`src/assert_macros.svh`:
```
// Assertion macros shared by the RTL modules.
`ifndef ASSERT_MACROS_SVH
`define ASSERT_MACROS_SVH

// Concurrent assertion, sampled on the rising clock, off while reset is active.
`define ASSERT_CLK(label, clk, rst_n, prop, msg) \
  label: assert property (@(posedge clk) disable iff (!rst_n) prop) else $error(msg);

// Concurrent assertion that is also checked while reset is active.
`define ASSERT_ALWAYS(label, clk, prop, msg) \
  label: assert property (@(posedge clk) prop) else $error(msg);

`endif

```
`src/sgb_pkg.sv`:
```
`default_nettype none

package sgb_pkg;

  localparam int unsigned MaxWidth  = 256;
  localparam int unsigned AddrW     = $clog2(MaxWidth);
  localparam int unsigned PixW      = 16;
  localparam int unsigned RowW      = 16;
  localparam int unsigned WidthRegW = 9;
  localparam int unsigned CfgDataW  = 16;

  localparam logic [16:0] CoefInCentre   = 17'd22137;
  localparam logic [15:0] CoefInSide     = 16'd21699;
  localparam logic [16:0] CoefEdgeCentre = 17'd33096;
  localparam logic [15:0] CoefEdgeSide   = 16'd32440;
  localparam logic [16:0] CoefPassCentre = 17'd65536;
  localparam logic [15:0] CoefPassSide   = 16'd0;

  typedef enum logic [0:0] {
    CFG_IMAGE_WIDTH  = 1'b0,
    CFG_IMAGE_HEIGHT = 1'b1
  } cfg_idx_e;

  typedef enum logic [0:0] {
    KIND_PIXEL = 1'b0,
    KIND_DRAIN = 1'b1
  } kind_e;

  typedef enum logic [1:0] {
    TAP_VERT = 2'd0,
    TAP_H1   = 2'd1,
    TAP_H2   = 2'd2
  } tap_sel_e;

  typedef struct packed {
    logic            kind;
    logic [PixW-1:0] pixel_in;
  } in_req_t;

  typedef struct packed {
    logic [PixW-1:0]  pixel_out;
    logic [RowW-1:0]  row_index;
    logic [AddrW-1:0] col_index;
    logic             frame_end;
  } out_req_t;

  typedef struct packed {
    logic             ld_in;
    logic [AddrW-1:0] addr;
    tap_sel_e         tap;
    logic             has_a;
    logic             has_b;
    logic             mul_c;
    logic             mul_s;
    logic             ld_v;
    logic             ld_out;
    logic             mem_wr;
    logic             hist_shift;
    logic             hist_clr;
    logic [RowW-1:0]  out_row;
    logic [AddrW-1:0] out_col;
    logic             out_fe;
  } cmd_t;

  typedef struct packed {
    logic out_free;
  } sts_t;

endpackage

`default_nettype wire

```
`src/sgb_ctrl.sv`:
```
`default_nettype none

`include "assert_macros.svh"

module sgb_ctrl (
  input  wire logic                             clk_i,
  input  wire logic                             rst_ni,
  input  wire logic                             in_valid_i,
  output logic                                  in_ready_o,
  input  wire logic                             in_kind_i,
  input  wire logic                             cfg_we_i,
  input  wire logic                             cfg_idx_i,
  input  wire logic [sgb_pkg::CfgDataW-1:0]     cfg_data_i,
  input  wire sgb_pkg::sts_t                    sts_i,
  output sgb_pkg::cmd_t                         cmd_o
);

  localparam int unsigned AddrW = sgb_pkg::AddrW;
  localparam int unsigned RowW  = sgb_pkg::RowW;
  localparam int unsigned WW    = sgb_pkg::WidthRegW;

  typedef enum logic [10:0] {
    S_IDLE = 11'b000_0000_0001,
    S_VC   = 11'b000_0000_0010,
    S_VS   = 11'b000_0000_0100,
    S_VR   = 11'b000_0000_1000,
    S_H1C  = 11'b000_0001_0000,
    S_H1S  = 11'b000_0010_0000,
    S_H1O  = 11'b000_0100_0000,
    S_H2C  = 11'b000_1000_0000,
    S_H2S  = 11'b001_0000_0000,
    S_H2O  = 11'b010_0000_0000,
    S_DONE = 11'b100_0000_0000
  } state_e;

  state_e           state_q, state_d;
  logic [WW-1:0]    width_q;
  logic [RowW-1:0]  height_q;
  logic [RowW-1:0]  row_q, row_d;
  logic [AddrW-1:0] col_q, col_d;
  logic [AddrW-1:0] drain_q, drain_d;
  logic             kind_q, kind_d;
  logic             vert_q, vert_d;

  logic [WW-1:0]    w_eff;
  logic [RowW-1:0]  h_eff;
  logic             kind_cur;
  logic [AddrW-1:0] cur;
  logic             last;
  logic [RowW-1:0]  rv;
  logic             accept;
  logic             work;

  assign w_eff    = (width_q == '0) ? WW'(1) :
                    (width_q > WW'(sgb_pkg::MaxWidth)) ? WW'(sgb_pkg::MaxWidth) : width_q;
  assign h_eff    = (height_q == '0) ? RowW'(1) : height_q;
  assign kind_cur = (state_q == S_IDLE) ? in_kind_i : kind_q;
  assign cur      = (kind_cur == sgb_pkg::KIND_DRAIN) ? drain_q : col_q;
  assign last     = (WW'(cur) + WW'(1)) >= w_eff;
  assign rv       = (kind_q == sgb_pkg::KIND_DRAIN) ? h_eff - RowW'(1) : row_q - RowW'(1);
  assign accept   = in_valid_i && in_ready_o;
  assign work     = (in_kind_i == sgb_pkg::KIND_DRAIN) ? (row_q >= h_eff) : (row_q < h_eff);

  assign in_ready_o = (state_q == S_IDLE);

  always_comb begin
    state_d = state_q;
    row_d   = row_q;
    col_d   = col_q;
    drain_d = drain_q;
    kind_d  = kind_q;
    vert_d  = vert_q;

    cmd_o            = '0;
    cmd_o.addr       = cur;
    cmd_o.tap        = sgb_pkg::TAP_VERT;
    cmd_o.out_row    = rv;
    cmd_o.out_col    = cur - AddrW'(1);
    cmd_o.out_fe     = 1'b0;

    case (state_q)
      S_IDLE: begin
        cmd_o.ld_in = accept;
        if (accept && work) begin
          kind_d = in_kind_i;
          vert_d = (in_kind_i == sgb_pkg::KIND_DRAIN) || (row_q != '0);
          if ((in_kind_i == sgb_pkg::KIND_DRAIN) || (row_q != '0)) begin
            state_d = S_VC;
          end else begin
            state_d = S_DONE;
          end
        end
      end
      S_VC, S_VS, S_VR: begin
        cmd_o.tap   = sgb_pkg::TAP_VERT;
        cmd_o.has_b = (kind_q == sgb_pkg::KIND_PIXEL);
        cmd_o.has_a = (kind_q == sgb_pkg::KIND_DRAIN) ? (h_eff >= RowW'(2))
                                                      : (row_q >= RowW'(2));
        if (state_q == S_VC) begin
          cmd_o.mul_c = 1'b1;
          state_d     = S_VS;
        end else if (state_q == S_VS) begin
          cmd_o.mul_s = 1'b1;
          state_d     = S_VR;
        end else begin
          cmd_o.ld_v = 1'b1;
          if (cur != '0) begin
            state_d = S_H1C;
          end else if (last) begin
            state_d = S_H2C;
          end else begin
            state_d = S_DONE;
          end
        end
      end
      S_H1C, S_H1S, S_H1O: begin
        cmd_o.tap   = sgb_pkg::TAP_H1;
        cmd_o.has_a = (cur >= AddrW'(2));
        cmd_o.has_b = 1'b1;
        if (state_q == S_H1C) begin
          cmd_o.mul_c = 1'b1;
          state_d     = S_H1S;
        end else if (state_q == S_H1S) begin
          cmd_o.mul_s = 1'b1;
          state_d     = S_H1O;
        end else if (sts_i.out_free) begin
          cmd_o.ld_out = 1'b1;
          state_d      = last ? S_H2C : S_DONE;
        end
      end
      S_H2C, S_H2S, S_H2O: begin
        cmd_o.tap     = sgb_pkg::TAP_H2;
        cmd_o.has_a   = (cur != '0);
        cmd_o.has_b   = 1'b0;
        cmd_o.out_col = cur;
        cmd_o.out_fe  = (kind_q == sgb_pkg::KIND_DRAIN);
        if (state_q == S_H2C) begin
          cmd_o.mul_c = 1'b1;
          state_d     = S_H2S;
        end else if (state_q == S_H2S) begin
          cmd_o.mul_s = 1'b1;
          state_d     = S_H2O;
        end else if (sts_i.out_free) begin
          cmd_o.ld_out = 1'b1;
          state_d      = S_DONE;
        end
      end
      S_DONE: begin
        state_d = S_IDLE;
        if (kind_q == sgb_pkg::KIND_DRAIN) begin
          if (last) begin
            drain_d        = '0;
            row_d          = '0;
            col_d          = '0;
            cmd_o.hist_clr = 1'b1;
          end else begin
            drain_d          = drain_q + AddrW'(1);
            cmd_o.hist_shift = 1'b1;
          end
        end else begin
          cmd_o.mem_wr     = 1'b1;
          cmd_o.hist_shift = vert_q;
          if (last) begin
            col_d = '0;
            row_d = row_q + RowW'(1);
          end else begin
            col_d = col_q + AddrW'(1);
          end
        end
      end
      default: begin
        state_d = S_IDLE;
      end
    endcase
  end

  always_ff @(posedge clk_i or negedge rst_ni) begin
    if (!rst_ni) begin
      state_q  <= S_IDLE;
      width_q  <= WW'(sgb_pkg::MaxWidth);
      height_q <= RowW'(256);
      row_q    <= '0;
      col_q    <= '0;
      drain_q  <= '0;
      kind_q   <= sgb_pkg::KIND_PIXEL;
      vert_q   <= 1'b0;
    end else begin
      state_q <= state_d;
      row_q   <= row_d;
      col_q   <= col_d;
      drain_q <= drain_d;
      kind_q  <= kind_d;
      vert_q  <= vert_d;
      if (cfg_we_i) begin
        case (cfg_idx_i)
          sgb_pkg::CFG_IMAGE_WIDTH:  width_q  <= cfg_data_i[WW-1:0];
          sgb_pkg::CFG_IMAGE_HEIGHT: height_q <= cfg_data_i[RowW-1:0];
          default: ;
        endcase
      end
    end
  end

  `ASSERT_CLK(a_load_when_free, clk_i, rst_ni, cmd_o.ld_out |-> sts_i.out_free, "Result loaded over one not yet taken.")
  `ASSERT_CLK(a_done_to_idle, clk_i, rst_ni, (state_q == S_DONE) |=> (state_q == S_IDLE), "Controller did not return to idle after an item.")
  `ASSERT_CLK(a_work_starts, clk_i, rst_ni, (accept && work) |=> (state_q != S_IDLE), "Accepted item started no work.")

endmodule

`default_nettype wire

```
`config.mk`:
```
export PLATFORM = sky130hd
export DESIGN_NAME = sgb_ctrl
export DESIGN_NICKNAME = d
export VERILOG_FILES = /design/src/sgb_pkg.sv /design/src/sgb_ctrl.sv
export VERILOG_INCLUDE_DIRS = /design/src /design/src/src
export SDC_FILE = /design/constraint.sdc
export NUM_CORES = 1
export LEC_CHECK = 0
export ABC_AREA = 1
export BUFFER_PORTS_ARGS = -buffer_cell sky130_fd_sc_hd__clkbuf_2
export CAP_MARGIN = 20
export CORE_MARGIN = 1
export CORE_UTILIZATION = 40
export DETAILED_ROUTE_END_ITERATION = 16
export GPL_ROUTABILITY_DRIVEN = 1
export PLACE_DENSITY = 0.69
export RECOVER_POWER = 100
export SLEW_MARGIN = 20
export SYNTH_ARGS = -nofsm -noshare
export SYNTH_HDL_FRONTEND = slang
export SYNTH_SLANG_ARGS = --single-unit
```
`constraint.sdc`:
```
create_clock -name clk_i -period 6.4 [get_ports clk_i]
set_input_delay 1.28 -clock clk_i [delete_from_list [all_inputs] [get_ports clk_i]]
set_output_delay 1.28 -clock clk_i [all_outputs]
set_load 0.03 [all_outputs]
```
==> impl_metrics.toml, run 1 <==
[worst_setup_path]
critPathBufInv = 2
path_max_fanout = 8
r2r-start = "state_q[9]"
worstPathRequired_ns = 5.12
path_cells = "nor2_4 -> nand2_2 -> nor2_1 -> nand2_4 -> nand2_4 -> nand2_1 -> o21ai_2 -> ha_1 -> nand3_1 -> nor2_1 -> nand3_1 -> nand2_1 -> inv_1 -> ha_1 -> nand4_1 -> nand3b_1 -> nand4_1 -> nand2_1 -> nor2_2 -> clkbuf_2"
arrival_ns = 4.48
reg2reg_to = "col_q[4]"
rr_worst_depth = 23
crit_top_cell = "nand2_1"
slowest_delay_ns = 0.48
cpLargestDelayFamily = "simple AND/OR/NAND/NOR gates"
crit_path_start_kind = "register"
cp-end-kind = "output port"
worst-setup-path-type = "register to output port"
r2r_slack_ns = 1.17
cp_slowest_cell = "nor2_1"

[flow_run]
maxCapViolations = 1

[sta]
rsz0062_at_grt = "no"
hold_violations = 0
fmax_mhz = 174
min_period_over_period = 0.900
setup_viol = 0
fin_worst_skew_ns = 0.00964
worstMarginPinSlew_ns = 3.71
finalMaxSlewViolations = 71
tns_ns = 0
relSlewSlack = -1.47
worst_slack_ns = 0.639
fin_crit_ns = 5.76

[route]
drtPass1Iterations = 4
wire_per_inst_um = 13.3
wl_um = 13100
vias_per_cell = 4.96
drc = 0
drt-initial-drc-count = 352
ant_nets = 0
via_count = 4870

[pwr]
ir_drop_mv = 0.237
leakagePower_nw = 2.95
total_power_mw = 2.19
p_per_area_nw_per_um2 = 367

[synth]
syn_inst = 732
synth_area_per_cell_um2 = 7.17
syn_area_um2 = 5250
ys_top_cells_by_count = "nand2_1 (152), inv_1 (110), nor2_1 (81)"
synth_area_leaders = "dfrtp_1 (32%), nand2_1 (11%), ha_1 (8.1%)"
ys_seq_area_frac = 0.335
syn_nets = 789
async_reset_ff_frac = 1.00
synth-edff-count = 0
synth_warnings = 0
synth_ff_type = "dfrtp_1"
yosysMostFrequentCell = "nand2_1"
synthDistinctLibCells = 41
yosysTopAreaCellShare = 0.320
yosysTopAreaCell = "dfrtp_1"
ys_seq_elements = 70

[place]
pre_cts_slack_ns = 0.746
hpwlAfterDp_um = 10100
gp_congestion = 0.852
dp.cells = 966
numPortBuffers = 68

[floorplan]
die_width_um = 117
die_area_um2 = 13600
boundaryPins = 69
core_area_um2 = 12700
rows = 41
initial_core_util = 0.412
die_h_um = 117

[min_path]
holdPathEnd = "height_q[4]"
hold_depth = 2
min_path_type = "register to register"
holdCritStartpoint = "height_q[4]"

[layout]
nets = 862
diodes = 0
fillers = 1337
fin_cells = 982
multiInputGateArea_um2 = 2970
fin_util = 0.470
layout-drive-gt1-share = 0.0963
synthToLayoutAreaGrowth_pct = 14.0
regArea_um2 = 1760

[clock_network]
holdBufCountCts = 0
cts_root_buf = "clkbuf_16"
clock-sinks = 70
cts-htree-levels = 3
insertion_delay_ns = 0.35
path_clk_slew_ns = 0.05
cts_tree = "built"
post_cts_resized = 0
cts_setup_buffers = 0
numCtsBuffers = 9
clock_path_buffers = 2

[global_routing]
grt_remaining_overflow = 0
antenna_found_initial = 0
grtUsageTotal = 0.209
grt_pass1_vias = 4476
grt_pass1_wl_um = 21900
grt_max_degree = 71

[outcome]
failed_checks = "max-capacitance violations, max-slew violations"
outcome = "complete, but fails checks"
[flip-flops by register name, summed over array words and instances, names as in the netlist]
name      flops
row_q        16
kind_q        1
col_q         8
height_q     16
drain_q       8
vert_q        1
width_q       9
state_q      11
[cell type report]
type / instances / share of cell area
Tap cell: 172 / 0.0360
Sequential cell: 70 / 0.294
Multi-Input combinational cell: 538 / 0.496
Clock buffer: 13 / 0.0435
Inverter: 115 / 0.0722
Timing Repair Buffer: 71 / 0.0511
Clock inverter: 3 / 0.00712
[through the flow]
stage	instance area, um2	hold slack (ns)
global placement	5780	0.470
floorplan	5250	0.453
CTS	6080	0.492
detailed placement	5780	0.480
global route	5980	0.524
finish	5980	0.487
[how the worst max path moves through the flow]
stage | startpoint | endpoint | slack (ns) | cells past startpoint
final | state_q[9] | cmd_o[25] | 0.64 | 20
after global placement | in_kind_i | cmd_o[25] | 0.87 | 19
after global routing | state_q[5] | cmd_o[25] | 0.23 | 21
after floorplan | in_kind_i | cmd_o[26] | 0.91 | 15
after CTS | in_kind_i | cmd_o[25] | 0.75 | 19
after detailed placement | in_kind_i | cmd_o[25] | 0.75 | 19
[layer usage]
layer  up-vias  share of wire  GRT usage
li1       2536              -          -
met1      2208           0.50      0.283
met2       109           0.44      0.334
met3        17          0.042     0.0394
met4         0          0.017     0.0744
met5         -              0          0
[cells by family (layout without fill, tap and decap cells)]
family / Yosys count / in the layout / synth area share
fa+ha+maj: 34 / 34 / 0.0811
flops: 70 / 70 / 0.335
simple gates: 364 / 364 / 0.326
xor+xnor: 33 / 33 / 0.0551
compound gates: 107 / 107 / 0.112
buf+inv: 124 / 202 / 0.0909
[tightest hold or removal path, delay by kind of cell (launching register included)]
kind	cells	cell delay [ns]
compound gates	1	0.06
flops	1	0.34
simple gates	1	0.05
[where the power goes]
group          internal [mW]  switching, mW
sequential             0.479         0.0219
combinational          0.300          0.877
clock                  0.323          0.192
[layout by cell type (no fill, tap or decap), drive strengths merged]
master / instances
a21boi: 1
a21o: 1
a21oi: 33
a32o: 1
and2: 1
buf: 2
bufinv: 1
clkbuf: 82
clkinv: 1
clkinvlp: 1
dfrtp: 67
dfstp: 3
ha: 34
inv: 115
nand2: 165
nand3: 49
nand3b: 7
nand4: 11
nor2: 90
nor3: 27
nor3b: 4
nor4: 10
o211ai: 1
o21a: 2
o21ai: 58
o21bai: 2
o22ai: 2
o31ai: 6
xnor2: 5
xor2: 28
Power figures use the tool's default switching activity.
==> run 2, diff against run 1 <==
clock period = 6.95 ns   (was 6.4 ns; I/O delays follow)
==> run 2 against run 1 <==
- the flow still finishes with violations (max-capacitance violations, max-slew violations)
- flip-flop and latch count stayed put
- setup slack better by 0.057 ns
- register-to-register slack better by 0.79 ns
- sequential power is 8.2% lower
- sequential share of layout area is 0.086 points lower
- via count is 0.60% higher
- critical path type is now input pin to output port
==> impl_metrics.toml, run 2 (same netlist as run 1, synthesis figures left out) <==
[pwr]
p_sw_frac = 0.496
p_per_area_nw_per_um2 = 341
ir_drop_mv = 0.211
switchingPower_mw = 1.01
leakagePower_nw = 2.96
power.clock.fraction = 0.246
combPwrFrac = 0.529
seq_power_share = 0.225
p_int_mw = 1.03

[sta]
tns_ns = 0
fin_hold_ws_ns = 0.492
hold_violations = 0
setup_viol = 0
worst_slack_ns = 0.696
finalMaxSlewViolations = 71
fin_worst_skew_ns = 0.00760
rsz0062_at_grt = "no"
min_period_over_period = 0.900
relSlewSlack = -1.52
fin_crit_ns = 6.25
fmax_mhz = 160
worstMarginPinSlew_ns = 3.78

[worst_setup_path]
r2r_slack_ns = 1.96
crit_top_cell = "nand2_1"
crit_path_start_kind = "input pin"
cp_slowest_cell = "nor2_2"
worstPathRequired_ns = 5.56
path_cells = "clkbuf_2 -> inv_1 -> nand3_2 -> nand2_1 -> nand2_1 -> o21ai_2 -> ha_1 -> nand3_1 -> nor2_1 -> nand3_1 -> nand2_1 -> inv_1 -> ha_1 -> nand4_1 -> nand3b_1 -> nand4_1 -> nand2_1 -> nor2_2 -> clkbuf_2"
slowest_delay_ns = 0.39
cp-end-kind = "output port"
r2r-start = "state_q[5]"
worstSetupStartpoint = "in_kind_i"
path_max_fanout = 15
arrival_ns = 4.86
worst-setup-path-type = "input pin to output port"

[place]
gp_congestion = 0.855
dp.cells = 965
hpwlAfterDp_um = 10000
numPortBuffers = 68
pre_cts_slack_ns = 0.767

[clock_network]
holdBufCountCts = 0
cts-htree-levels = 3
numCtsBuffers = 9
cts_setup_buffers = 0
post_cts_resized = 0
insertion_delay_ns = 0.34
path_clk_slew_ns = 0.06
cts_tree = "built"
clock-sinks = 70
cts_root_buf = "clkbuf_16"
clock_path_buffers = 2

[global_routing]
grt_pass1_vias = 4596
antenna_found_initial = 0
grt_max_degree = 71
grt_pass1_wl_um = 22000
grtUsageTotal = 0.208
grt_remaining_overflow = 0

[route]
via_count = 4899
drc = 0
wl_um = 13100
drtPass1Iterations = 4
wire_per_inst_um = 13.3
vias_per_cell = 4.99
drt-initial-drc-count = 323
ant_nets = 0

[layout]
layout-drive-gt1-share = 0.100
fin_util = 0.471
multiInputGateArea_um2 = 2970
synthToLayoutAreaGrowth_pct = 14.3
top_regs = "height_q: 16 flops, row_q: 16 flops, state_q: 11 flops"
nets = 861
fin_cells = 981
mostFrequentLayoutCells = "nand2_1 (153), inv_1 (110), nor2_1 (83)"
final_common_cell = "nand2_1"
diodes = 0
regArea_um2 = 1760
fillers = 1357

[floorplan]
die_width_um = 117
core_area_um2 = 12700
die_area_um2 = 13600
initial_core_util = 0.412
boundaryPins = 69
die_h_um = 117
rows = 41

[flow_run]
maxCapViolations = 1

[outcome]
failed_checks = "max-capacitance violations, max-slew violations"
outcome = "complete, but fails checks"

[min_path]
holdCritStartpoint = "vert_q"
min_path_type = "register to register"
-- run 2: path summary, 6_finish.rpt --
path / endpoint / depth (start not counted)
hold / removal: vert_q / 2
setup / recovery: cmd_o[25] / 19
max in group asynchronous: width_q[4] / 2
hold reg to reg: vert_q / 2
min in group asynchronous: state_q[6] / 2
setup reg to reg: col_q[2] / 22
-- run 2: cell type report --
class,instances,share of cell area
well taps,172,0.0359
multi-input cells,538,0.495
repair buffers,70,0.0505
flip-flops and latches,70,0.293
clock buffers,9,0.0376
inverters,115,0.0720
clock inverters,7,0.0163
-- run 2: power groups by stage --
stage                     clock network (mW)  logic [mW]  registers (mW)
after global routing                   0.529        1.21           0.464
final                                  0.503        1.08           0.460
after global placement                     0        1.11           0.466
after CTS                              0.509        1.13           0.460
after floorplan                            0       0.849           0.464
after detailed placement                   0        1.12           0.467
-- run 2: stage by stage --
step                area (um2)  power (mW)
detailed placement        5770        1.59
global route              5990        2.20
global placement          5770        1.58
CTS                       6090        2.10
floorplan                 5250        1.31
finish                    5990        2.05
-- run 2: per-layer routing --
metal / share of wire / track usage
met1: 0.49 / 0.276
met2: 0.45 / 0.348
met3: 0.039 / 0.0348
met4: 0.013 / 0.0615
met5: 0 / 0
-- run 2: worst max-delay path: cells and delay by family --
family	cells	cell delay (ns)
buffers and inverters	4	0.56
adders and majority gates	2	0.55
AOI/OAI and AO/OA	1	0.16
and+or+nand+nor	12	2.20
